### src/design/sc8fc_pkg.sv
// ---------------------------------------------------------------------------
// Sensor CRC-8 frame check package
// Byte modes, the CRC polynomial and the bit-level helper functions.
// ---------------------------------------------------------------------------
`timescale 1ns / 1ps

package sc8fc_pkg;

    // Polynomial x^8 + x^5 + x^4 + 1.
    localparam logic [7:0] CRC_POLY = 8'h31;

    // Meaning of each request; the fourth code is unused and ignored.
    typedef enum logic [1:0] {
        MODE_CMD  = 2'd0,
        MODE_DATA = 2'd1,
        MODE_END  = 2'd2
    } mode_t;

    // Outcome of processing one request.
    typedef struct packed {
        logic       crc_load;
        logic [7:0] crc_next;
        logic       res_valid;
        logic [7:0] res_crc;
        logic       res_match;
    } step_t;

    // Shift one byte into the CRC, most significant bit first.
    function automatic logic [7:0] crc_shift_byte(input logic [7:0] crc_in,
                                                  input logic [7:0] data);
        logic [7:0] crc;
        logic       fb;
        crc = crc_in;
        for (int i = 7; i >= 0; i--)
        begin
            fb  = crc[7] ^ data[i];
            crc = {crc[6:0], 1'b0};
            if (fb)
            begin
                crc = crc ^ CRC_POLY;
            end
        end
        return crc;
    endfunction

    // Reverse the bit order of a byte.
    function automatic logic [7:0] reverse8(input logic [7:0] v);
        logic [7:0] r;
        for (int i = 0; i < 8; i++)
        begin
            r[7 - i] = v[i];
        end
        return r;
    endfunction

    // Seed: status bits 0..3 land in CRC bits 7..4, low nibble zero.
    function automatic logic [7:0] crc_seed(input logic [7:0] status);
        return {status[0], status[1], status[2], status[3], 4'b0000};
    endfunction

endpackage

### src/design/sc8fc_crc_step.sv
// ---------------------------------------------------------------------------
// CRC step logic
// Works out the next running CRC and the frame result for one request.
// ---------------------------------------------------------------------------
`timescale 1ns / 1ps

module sc8fc_crc_step (
    input  logic [1:0]       mode,
    input  logic [7:0]       byte_value,
    input  logic [7:0]       running_crc,
    input  logic [7:0]       sensor_status,
    output sc8fc_pkg::step_t step
);
    import sc8fc_pkg::*;

    logic [7:0] final_crc;

    // The received check value is compared with the reflected CRC.
    assign final_crc = reverse8(running_crc);

    // Decode the mode and form the outcome.
    always_comb
    begin
        step.crc_load  = 1'b0;
        step.crc_next  = running_crc;
        step.res_valid = 1'b0;
        step.res_crc   = final_crc;
        step.res_match = (final_crc == byte_value);
        unique case (mode_t'(mode))
            MODE_CMD:
            begin
                step.crc_load = 1'b1;
                step.crc_next = crc_shift_byte(crc_seed(sensor_status), byte_value);
            end
            MODE_DATA:
            begin
                step.crc_load = 1'b1;
                step.crc_next = crc_shift_byte(running_crc, byte_value);
            end
            MODE_END:
            begin
                step.res_valid = 1'b1;
            end
            default:
            begin
                step.crc_load = 1'b0;
            end
        endcase
    end

endmodule

### src/design/sensor_crc8_frame_check.sv
// A frame-end request passes through the input register and then the result register.
// Throughput: one request per cycle; command and data bytes never stall the input.
// The input stalls only while a finished result is waiting and the output is held off.
// Reset (rst_n low, asynchronous) empties both stages, clears the running CRC
// and sets the status register to zero.
// ---------------------------------------------------------------------------
// Sensor CRC-8 frame check, top level
// Checks the CRC-8 of a sensor reply frame, one byte per request.
// ---------------------------------------------------------------------------
`timescale 1ns / 1ps

module sensor_crc8_frame_check (
    input  logic       clk,
    input  logic       rst_n,
    // Configuration write channel (status register)
    input  logic       cfg_valid,
    output logic       cfg_ready,
    input  logic [7:0] cfg_data,
    // Input stream
    input  logic       s_axis_tvalid,
    output logic       s_axis_tready,
    input  logic [7:0] s_axis_tdata,   // [7:0] byte_value
    input  logic [1:0] s_axis_tuser,   // [1:0] mode
    // Result stream
    output logic       m_axis_tvalid,
    input  logic       m_axis_tready,
    output logic [7:0] m_axis_tdata,   // [7:0] computed_crc
    output logic       m_axis_tuser    // [0] crc_match
);
    import sc8fc_pkg::*;

    logic [7:0] status_data_reg;
    logic       in_valid_reg;
    logic       in_valid_next;
    logic [1:0] in_mode_reg;
    logic [7:0] in_byte_reg;
    logic [7:0] crc_reg;
    logic [7:0] crc_next;
    logic       out_valid_reg;
    logic       out_valid_next;
    logic [7:0] out_crc_reg;
    logic       out_match_reg;
    logic       out_free;
    logic       in_fire;
    logic       in_take;
    step_t      step;

    // The status register takes every write.
    assign cfg_ready = 1'b1;

    always_ff @(posedge clk or negedge rst_n)
    begin
        if (!rst_n)
        begin
            status_data_reg <= 8'h00;
        end
        else if (cfg_valid)
        begin
            status_data_reg <= cfg_data;
        end
    end

    // Per-request processing.
    sc8fc_crc_step u_step (
        .mode          (in_mode_reg),
        .byte_value    (in_byte_reg),
        .running_crc   (crc_reg),
        .sensor_status (status_data_reg),
        .step          (step)
    );

    // Stage handshake: only a frame end needs room in the result register.
    assign out_free       = !out_valid_reg || m_axis_tready;
    assign in_fire        = in_valid_reg && (!step.res_valid || out_free);
    assign s_axis_tready  = !in_valid_reg || in_fire;
    assign in_take        = s_axis_tvalid && s_axis_tready;
    assign in_valid_next  = in_take || (in_valid_reg && !in_fire);
    assign out_valid_next = (in_fire && step.res_valid) || (out_valid_reg && !m_axis_tready);
    assign crc_next       = (in_fire && step.crc_load) ? step.crc_next : crc_reg;

    // Control state and running CRC.
    always_ff @(posedge clk or negedge rst_n)
    begin
        if (!rst_n)
        begin
            in_valid_reg  <= 1'b0;
            out_valid_reg <= 1'b0;
            crc_reg       <= 8'h00;
        end
        else
        begin
            in_valid_reg  <= in_valid_next;
            out_valid_reg <= out_valid_next;
            crc_reg       <= crc_next;
        end
    end

    // Input register payload.
    always_ff @(posedge clk)
    begin
        if (in_take)
        begin
            in_mode_reg <= s_axis_tuser;
            in_byte_reg <= s_axis_tdata;
        end
    end

    // Result register payload.
    always_ff @(posedge clk)
    begin
        if (in_fire && step.res_valid)
        begin
            out_crc_reg   <= step.res_crc;
            out_match_reg <= step.res_match;
        end
    end

    assign m_axis_tvalid = out_valid_reg;
    assign m_axis_tdata  = out_crc_reg;
    assign m_axis_tuser  = out_match_reg;

endmodule

### config.mk
export PLATFORM = sky130hd
export DESIGN_NAME = sensor_crc8_frame_check
export DESIGN_NICKNAME = d
export VERILOG_FILES = /design/src/design/sc8fc_pkg.sv /design/src/design/sc8fc_crc_step.sv /design/src/design/sensor_crc8_frame_check.sv
export SDC_FILE = /design/constraint.sdc
export NUM_CORES = 1
export LEC_CHECK = 0
export ABC_AREA = 1
export BUFFER_PORTS_ARGS = -buffer_cell sky130_fd_sc_hd__buf_2
export CORE_MARGIN = 2
export CORE_UTILIZATION = 46
export DETAILED_ROUTE_END_ITERATION = 7
export PLACE_DENSITY = 0.65
export REMOVE_ABC_BUFFERS = 1
export SYNTH_ARGS = -nofsm -noshare
export SYNTH_HDL_FRONTEND = slang
export SYNTH_SLANG_ARGS = --single-unit
export TNS_END_PERCENT = 50
### constraint.sdc
create_clock -name clk -period 3.6 [get_ports clk]
set_clock_uncertainty 0.15 [all_clocks]
set_input_delay 0.36 -clock clk [delete_from_list [all_inputs] [get_ports clk]]
set_output_delay 0.36 -clock clk [all_outputs]
set_load 0.005 [all_outputs]
==> results_dict.tcl, run 1 <==
set metrics [dict create \
    status "complete, no violations" \
    dpl.cell_count 318 \
    cp.required_ns 3.62 \
    grt_pass1_wl_um 6380 \
    crit_path_start "in_byte_reg[6]$_DFFE_PP_" \
    dieArea_um2 4800 \
    die_w_um 69.3 \
    fp.dieH_um 69.3 \
    r2r_slack_ns 1.75 \
    switching_share 0.352 \
    initial_core_util 0.484 \
    endpoint "crc_reg[4]$_DFFE_PN0P_" \
    core_um2 4060 \
    path_max_fanout 5 \
    drt-vias-per-instance 4.69 \
    gp_congestion 0.856 \
    final_cell_area_um2 2240 \
    synthFlopType "edfxtp_1" \
    nets 299 \
    io_buffers 29 \
    met1_usage 0.203 \
    rsz0062_at_grt "no" \
    clkSinkCount 33 \
    cts_setup_buffers 0 \
    cp.arrival_ns 1.87 \
    leakagePower_nw 1.16 \
    n_antenna_cell 0 \
    internal-power_w 0.000763 \
    grt_max_degree 15 \
    crit_path_start_kind "flip-flop" \
    drtAntennaViolNets 0 \
    drt_iter0_markers 38 \
    fillers 388 \
    ys_seq_area_frac 0.469 \
    synth.distinct_cells 27 \
    reg2reg_depth 11 \
    powerDensity_nw_per_um2 525 \
    ys_ff_latch 33 \
    netlist.area_leader.share 0.291 \
    ys_async_sr_fraction 0.424 \
    netlist_top_cells_count "93 x nand2_1, 31 x inv_1, 23 x xor2_1" \
    yosysWarningCount 0 \
    dr.pass1.iters 4 \
    synthTopCellsByArea "edfxtp_1 29%, dfrtp_1 18%, nand2_1 18%" \
    seqPwrFrac 0.432 \
    clk_pin_slew_worst_paths_ns 0.06 \
    cts_tree "built" \
    power_frac_clock 0.239 \
    worstSetupEndpointType "flip-flop" \
    drv_slew 0 \
    fin_cells 327 \
    grt_pass1_vias 1471 \
    area_growth_pct 14.4 \
    grt_usage 0.167 \
    yosysTopAreaCell "edfxtp_1" \
    synth_edf_count 19 \
    p_switching_w 0.000415 \
    fmax_ghz 0.541 \
    routed_wl_um 3710 \
    tns_ns 0 \
    htreeDepth 2 \
    combPwrFrac 0.329 \
    cts_buffer_depth 2 \
    grtUsageMet2 0.284 \
    synthesis.area_um2 1960 \
    placed_area_um2 2140 \
    finalHoldViolCount 0 \
    timing.rr.start "in_byte_reg[6]$_DFFE_PP_" \
    drive_above_1_share 0.159 \
    vdd_drop_max_v 0.000229 \
    drc_errors 0 \
    fp-row-count 23 \
    syn_inst 243 \
    dp_hpwl_um 2800 \
    avgSynthCellArea_um2 8.07 \
    worstSetupPathType "flip-flop to flip-flop" \
    ios 35 \
    root_buffer "clkbuf_8" \
    clock_latency_ns 0.29 \
    setup_viol 0 \
    num_vias 1535 \
    fin_crit_sh 0.514 \
    met3_usage 0.0480 \
    grt-busiest-layer "met2" \
    numCtsBuffers 5 \
    wl_per_cell_um 11.3 \
    hold_class "input port to flip-flop" \
    grt.overflow.total 0 \
    max_cap_viol_count 0 \
    finalCriticalPeriod_ns 1.85 \
    r2r_end "crc_reg[4]$_DFFE_PN0P_" \
    yosysMostFrequentCell "nand2_1" \
    antenna_found_initial 0 \
]
-- power by group through the flow --
stage               Clock (W)  Sequential (W)  Combinational, W
floorplan                   0        0.000503          0.000312
global placement            0        0.000516          0.000377
CTS                  0.000288        0.000509          0.000391
finish               0.000281        0.000509          0.000388
global route         0.000303        0.000518          0.000447
detailed placement          0        0.000517          0.000388
-- what timing repair did --
item | CTS | global route
hold buffers | 1 | 0
gates resized for setup | 0 | 0
setup endpoints to repair | 0 | 0
hold endpoints to repair | 14 | 0
-- layout make-up --
| class | instances | area [µm²] | share of cell area |
|---|---|---|---|
| Clock buffer | 6 | 82.6 | 0.0368 |
| Clock inverter | 2 | 8.76 | 0.00390 |
| Inverter | 31 | 116 | 0.0518 |
| Multi-Input combinational cell | 174 | 891 | 0.397 |
| Sequential cell | 33 | 921 | 0.410 |
| Tap cell | 50 | 62.6 | 0.0279 |
| Timing Repair Buffer | 31 | 163 | 0.0725 |
-- how the worst min path moves through the flow --
stage / startpoint / end / slack [ns] / depth (start not counted)
floorplan: rst_n / crc_reg[0]$_DFFE_PN0P_ / -0.09 / 0
global placement: rst_n / status_data_reg[3]$_DFFE_PN0P_ / 0.14 / 1
CTS: s_axis_tdata[0] / in_byte_reg[0]$_DFFE_PP_ / 0.09 / 1
global route: s_axis_tdata[3] / in_byte_reg[3]$_DFFE_PP_ / 0.09 / 1
detailed placement: rst_n / status_data_reg[3]$_DFFE_PN0P_ / 0.15 / 1
finish: s_axis_tdata[0] / in_byte_reg[0]$_DFFE_PP_ / 0.09 / 1
-- cells by family after synthesis --
| logic type | share of synthesized area |
|---|---|
| AO/OA/AOI/OAI | 0.0491 |
| flip-flops | 0.469 |
| AND/OR/NAND/NOR | 0.264 |
| buffers and inverters | 0.0765 |
| other | 0.00191 |
| XOR/XNOR | 0.133 |
| multiplexers | 0.00574 |
-- through the flow --
step	power [W]	hold WS, ns	utilization	worst slack [ns]
floorplan	0.000814	-0.0856	-	1.98
detailed placement	0.000904	0.146	0.528	1.78
finish	0.00118	0.0939	0.553	1.75
CTS	0.00119	0.0929	0.553	1.76
global placement	0.000893	0.142	0.528	1.79
global route	0.00127	0.0872	0.553	1.49
-- worst max-delay path, cell delays in order, from the launching register on --
cell      delay (ns)
edfxtp_1        0.43
inv_1           0.17
nand2_1         0.09
nand2_1         0.13
xor2_1          0.19
nand2_1         0.07
nand2_1         0.13
inv_1           0.07
nand2_1         0.06
nand3_1         0.07
nand3_1         0.09
o21ai_0         0.08
-- layout by cell type (no fill, tap or decap) --
| cell | instances |
|---|---|
| a21boi_1 | 1 |
| a21oi_1 | 3 |
| buf_2 | 29 |
| buf_4 | 1 |
| clkbuf_8 | 6 |
| clkinv_1 | 1 |
| clkinv_2 | 1 |
| conb_1 | 1 |
| dfrtp_1 | 14 |
| dlygate4sd3_1 | 1 |
| edfxtp_1 | 19 |
| inv_1 | 31 |
| mux2_2 | 1 |
| nand2_1 | 93 |
| nand2_2 | 1 |
| nand3_1 | 19 |
| nand4_1 | 1 |
| nor2_1 | 4 |
| nor2_2 | 1 |
| nor4_1 | 1 |
| nor4b_1 | 1 |
| o211ai_1 | 1 |
| o21ai_0 | 12 |
| o22ai_1 | 1 |
| or2_1 | 1 |
| or2_2 | 3 |
| xnor2_1 | 5 |
| xor2_1 | 23 |
| xor2_2 | 1 |
-- metal layers --
metal	part of all wire	vias up
li1	-	826
met1	0.46	668
met2	0.47	32
met3	0.051	9
met4	0.018	0
met5	0	-
No activity file was read; power rests on OpenSTA's default activity.
==> run 2, diff against run 1 <==
--- a/config.mk
+++ b/config.mk
@@ -10,7 +10,7 @@
 export CORE_MARGIN = 2
 export CORE_UTILIZATION = 46
 export DETAILED_ROUTE_END_ITERATION = 7
-export PLACE_DENSITY = 0.65
+export PLACE_DENSITY = 0.67
 export REMOVE_ABC_BUFFERS = 1
 export SYNTH_ARGS = -nofsm -noshare
 export SYNTH_HDL_FRONTEND = slang
==> constraint.sdc (replaced) <==
create_clock -name clk -period 1.7 [get_ports clk]
set_clock_uncertainty 0.15 [all_clocks]
set_input_delay 0.17 -clock clk [delete_from_list [all_inputs] [get_ports clk]]
set_output_delay 0.17 -clock clk [all_outputs]
set_load 0.005 [all_outputs]
==> run 2 against run 1 <==
Maximum frequency grew 5.0%. Highest routed layer unchanged. Non-clock buffer count grew 44. The run now ends with negative setup slack left. Global-route usage grew 2.9 points. Critical path type unchanged. Combinational power grew to 2.9 times the previous value. Flip-flop and latch count is the same. Sequential power grew 110%. Sequential share of layout area shrank 7.9 points. Worst setup slack lost 1.8 ns. Final area grew 24%.
==> results_dict.tcl, run 2 (same netlist as run 1, synthesis figures left out) <==
set metrics [dict create \
    status "finished, violations left" \
    failed_checks "negative setup slack" \
    r2r_end "crc_reg[5]$_DFFE_PN0P_" \
    clock_latency_ns 0.29 \
    leakagePower_nw 1.39 \
    layout_commonest_cell "nand2_1" \
    io_buffers 29 \
    grt_pass1_vias 1677 \
    fp-row-count 23 \
    reg2reg_depth 9 \
    initial_core_util 0.484 \
    routed_wl_um 4490 \
    grt.overflow.total 0 \
    finalHoldViolCount 0 \
    clkSinkCount 33 \
    gp_congestion 0.871 \
    cts_buffer_depth 2 \
    clk_pin_slew_worst_paths_ns 0.06 \
    fp.dieH_um 69.3 \
    path_max_fanout 6 \
    max_cap_viol_count 0 \
    dpl.cell_count 341 \
    nets 343 \
    finalCriticalPeriod_ns 1.76 \
    root_buffer "clkbuf_8" \
    hold_ws_ns 0.0148 \
    num_vias 1793 \
    drt-vias-per-instance 4.83 \
    htreeDepth 2 \
    rsz0062_at_grt "yes" \
    grt_max_degree 15 \
    powerDensity_nw_per_um2 1010 \
    numCtsBuffers 5 \
    drtAntennaViolNets 0 \
    dieArea_um2 4800 \
    drive_above_1_share 0.336 \
    cts_tree "built" \
    drc_errors 0 \
    setup_viol 5 \
    worstSetupPathType "flip-flop to flip-flop" \
    timing.rr.start "in_byte_reg[7]$_DFFE_PP_" \
    grt_pass1_wl_um 7310 \
    grt_usage 0.196 \
    die_w_um 69.3 \
    dr.pass1.iters 4 \
    core_um2 4060 \
    final_cell_mix "77 x nand2_1, 29 x buf_2, 27 x inv_1, 27 x buf_4, 19 x edfxtp_1" \
    crit_path_start_kind "flip-flop" \
    r2r_slack_ns -0.06 \
    min_to "status_data_reg[1]$_DFFE_PN0P_" \
    antenna_found_initial 0 \
    pre_cts_ws_ns -0.0838 \
    fin_cells 371 \
    worstHoldStart "cfg_valid" \
    fmax_ghz 0.568 \
    n_antenna_cell 0 \
    worstSetupEndpointType "flip-flop" \
    fin_crit_sh 1.04 \
    fin_util 0.686 \
    drv_slew 0 \
    wl_per_cell_um 12.1 \
    area_growth_pct 41.8 \
    vdd_drop_max_v 0.000554 \
    cp.required_ns 1.76 \
    hold_depth 2 \
    drt_iter0_markers 108 \
    cp.arrival_ns 1.82 \
    fillers 309 \
    fin_ws_ns -0.0608 \
    ios 35 \
    hold_class "input port to flip-flop" \
    power_w 0.00280 \
    dp_hpwl_um 3140 \
]
[run 2: cell count changes in the layout (fill, tap and decap cells not counted), sizes merged]
| cell | change |
|---|---|
| buf | +29 |
| dlygate4sd3 | +15 |
| clkbuf | +2 |
| clkinv | -2 |
[run 2: repair_timing]
action,in CTS,in global routing
setup endpoints to repair,7,8
endpoints found under the hold margin,29,0
hold buffers,16,0
resized for setup,23,20
setup buffers,4,2
gates cloned,0,0
pin swaps,12,13
[run 2: worst max path at each step]
stage	slack [ns]	startpoint	depth (start not counted)	to
after floorplan	0.08	in_byte_reg[6]$_DFFE_PP_	11	crc_reg[4]$_DFFE_PN0P_
after global placement	-0.06	in_byte_reg[7]$_DFFE_PP_	9	crc_reg[5]$_DFFE_PN0P_
after detailed placement	-0.08	in_byte_reg[7]$_DFFE_PP_	9	crc_reg[5]$_DFFE_PN0P_
after CTS	-0.02	in_byte_reg[7]$_DFFE_PP_	9	crc_reg[5]$_DFFE_PN0P_
after global routing	-0.18	in_byte_reg[7]$_DFFE_PP_	9	crc_reg[5]$_DFFE_PN0P_
final	-0.06	in_byte_reg[7]$_DFFE_PP_	9	crc_reg[5]$_DFFE_PN0P_
[run 2: area by class of cell]
| type | instances | area [µm²] | area share |
|---|---|---|---|
| clock buffer | 8 | 90.1 | 0.0324 |
| inverter | 31 | 116 | 0.0418 |
| multi-input combinational | 174 | 1050 | 0.377 |
| sequential | 33 | 922 | 0.331 |
| tap | 50 | 62.6 | 0.0225 |
| timing repair buffer | 75 | 542 | 0.195 |
[run 2: metal layers]
layer	routed length [µm]	vias to the layer above	GRT usage
met3	233	8	0.0451
met4	92	0	0.100
li1	-	906	-
met1	1870	826	0.222
met5	0	-	0
met2	2290	53	0.344
[run 2: power by group]
| part | total, W | switching [W] | internal, W |
|---|---|---|---|
| clock | 0.000599 | 0.000269 | 0.000330 |
| sequential | 0.00107 | 0.000107 | 0.000961 |
| combinational | 0.00113 | 0.000615 | 0.000515 |
[run 2: stage by stage]
stage | TNS [ns] | instance area [µm²]
after floorplan | 0 | 1930
after global placement | -0.164 | 2320
after detailed placement | -0.349 | 2320
after CTS | -0.0317 | 2690
after global routing | -0.913 | 2780
final | -0.140 | 2780
[run 2: critical path, cell delays in order (launching register included)]
cell and delay [ns]:
edfxtp_1 0.48, buf_6 0.18, xor2_2 0.13, nand2_1 0.11
nand2_4 0.14, xor2_1 0.17, nand2_1 0.07, nand2_1 0.07
nand2_1 0.06, a21boi_1 0.14
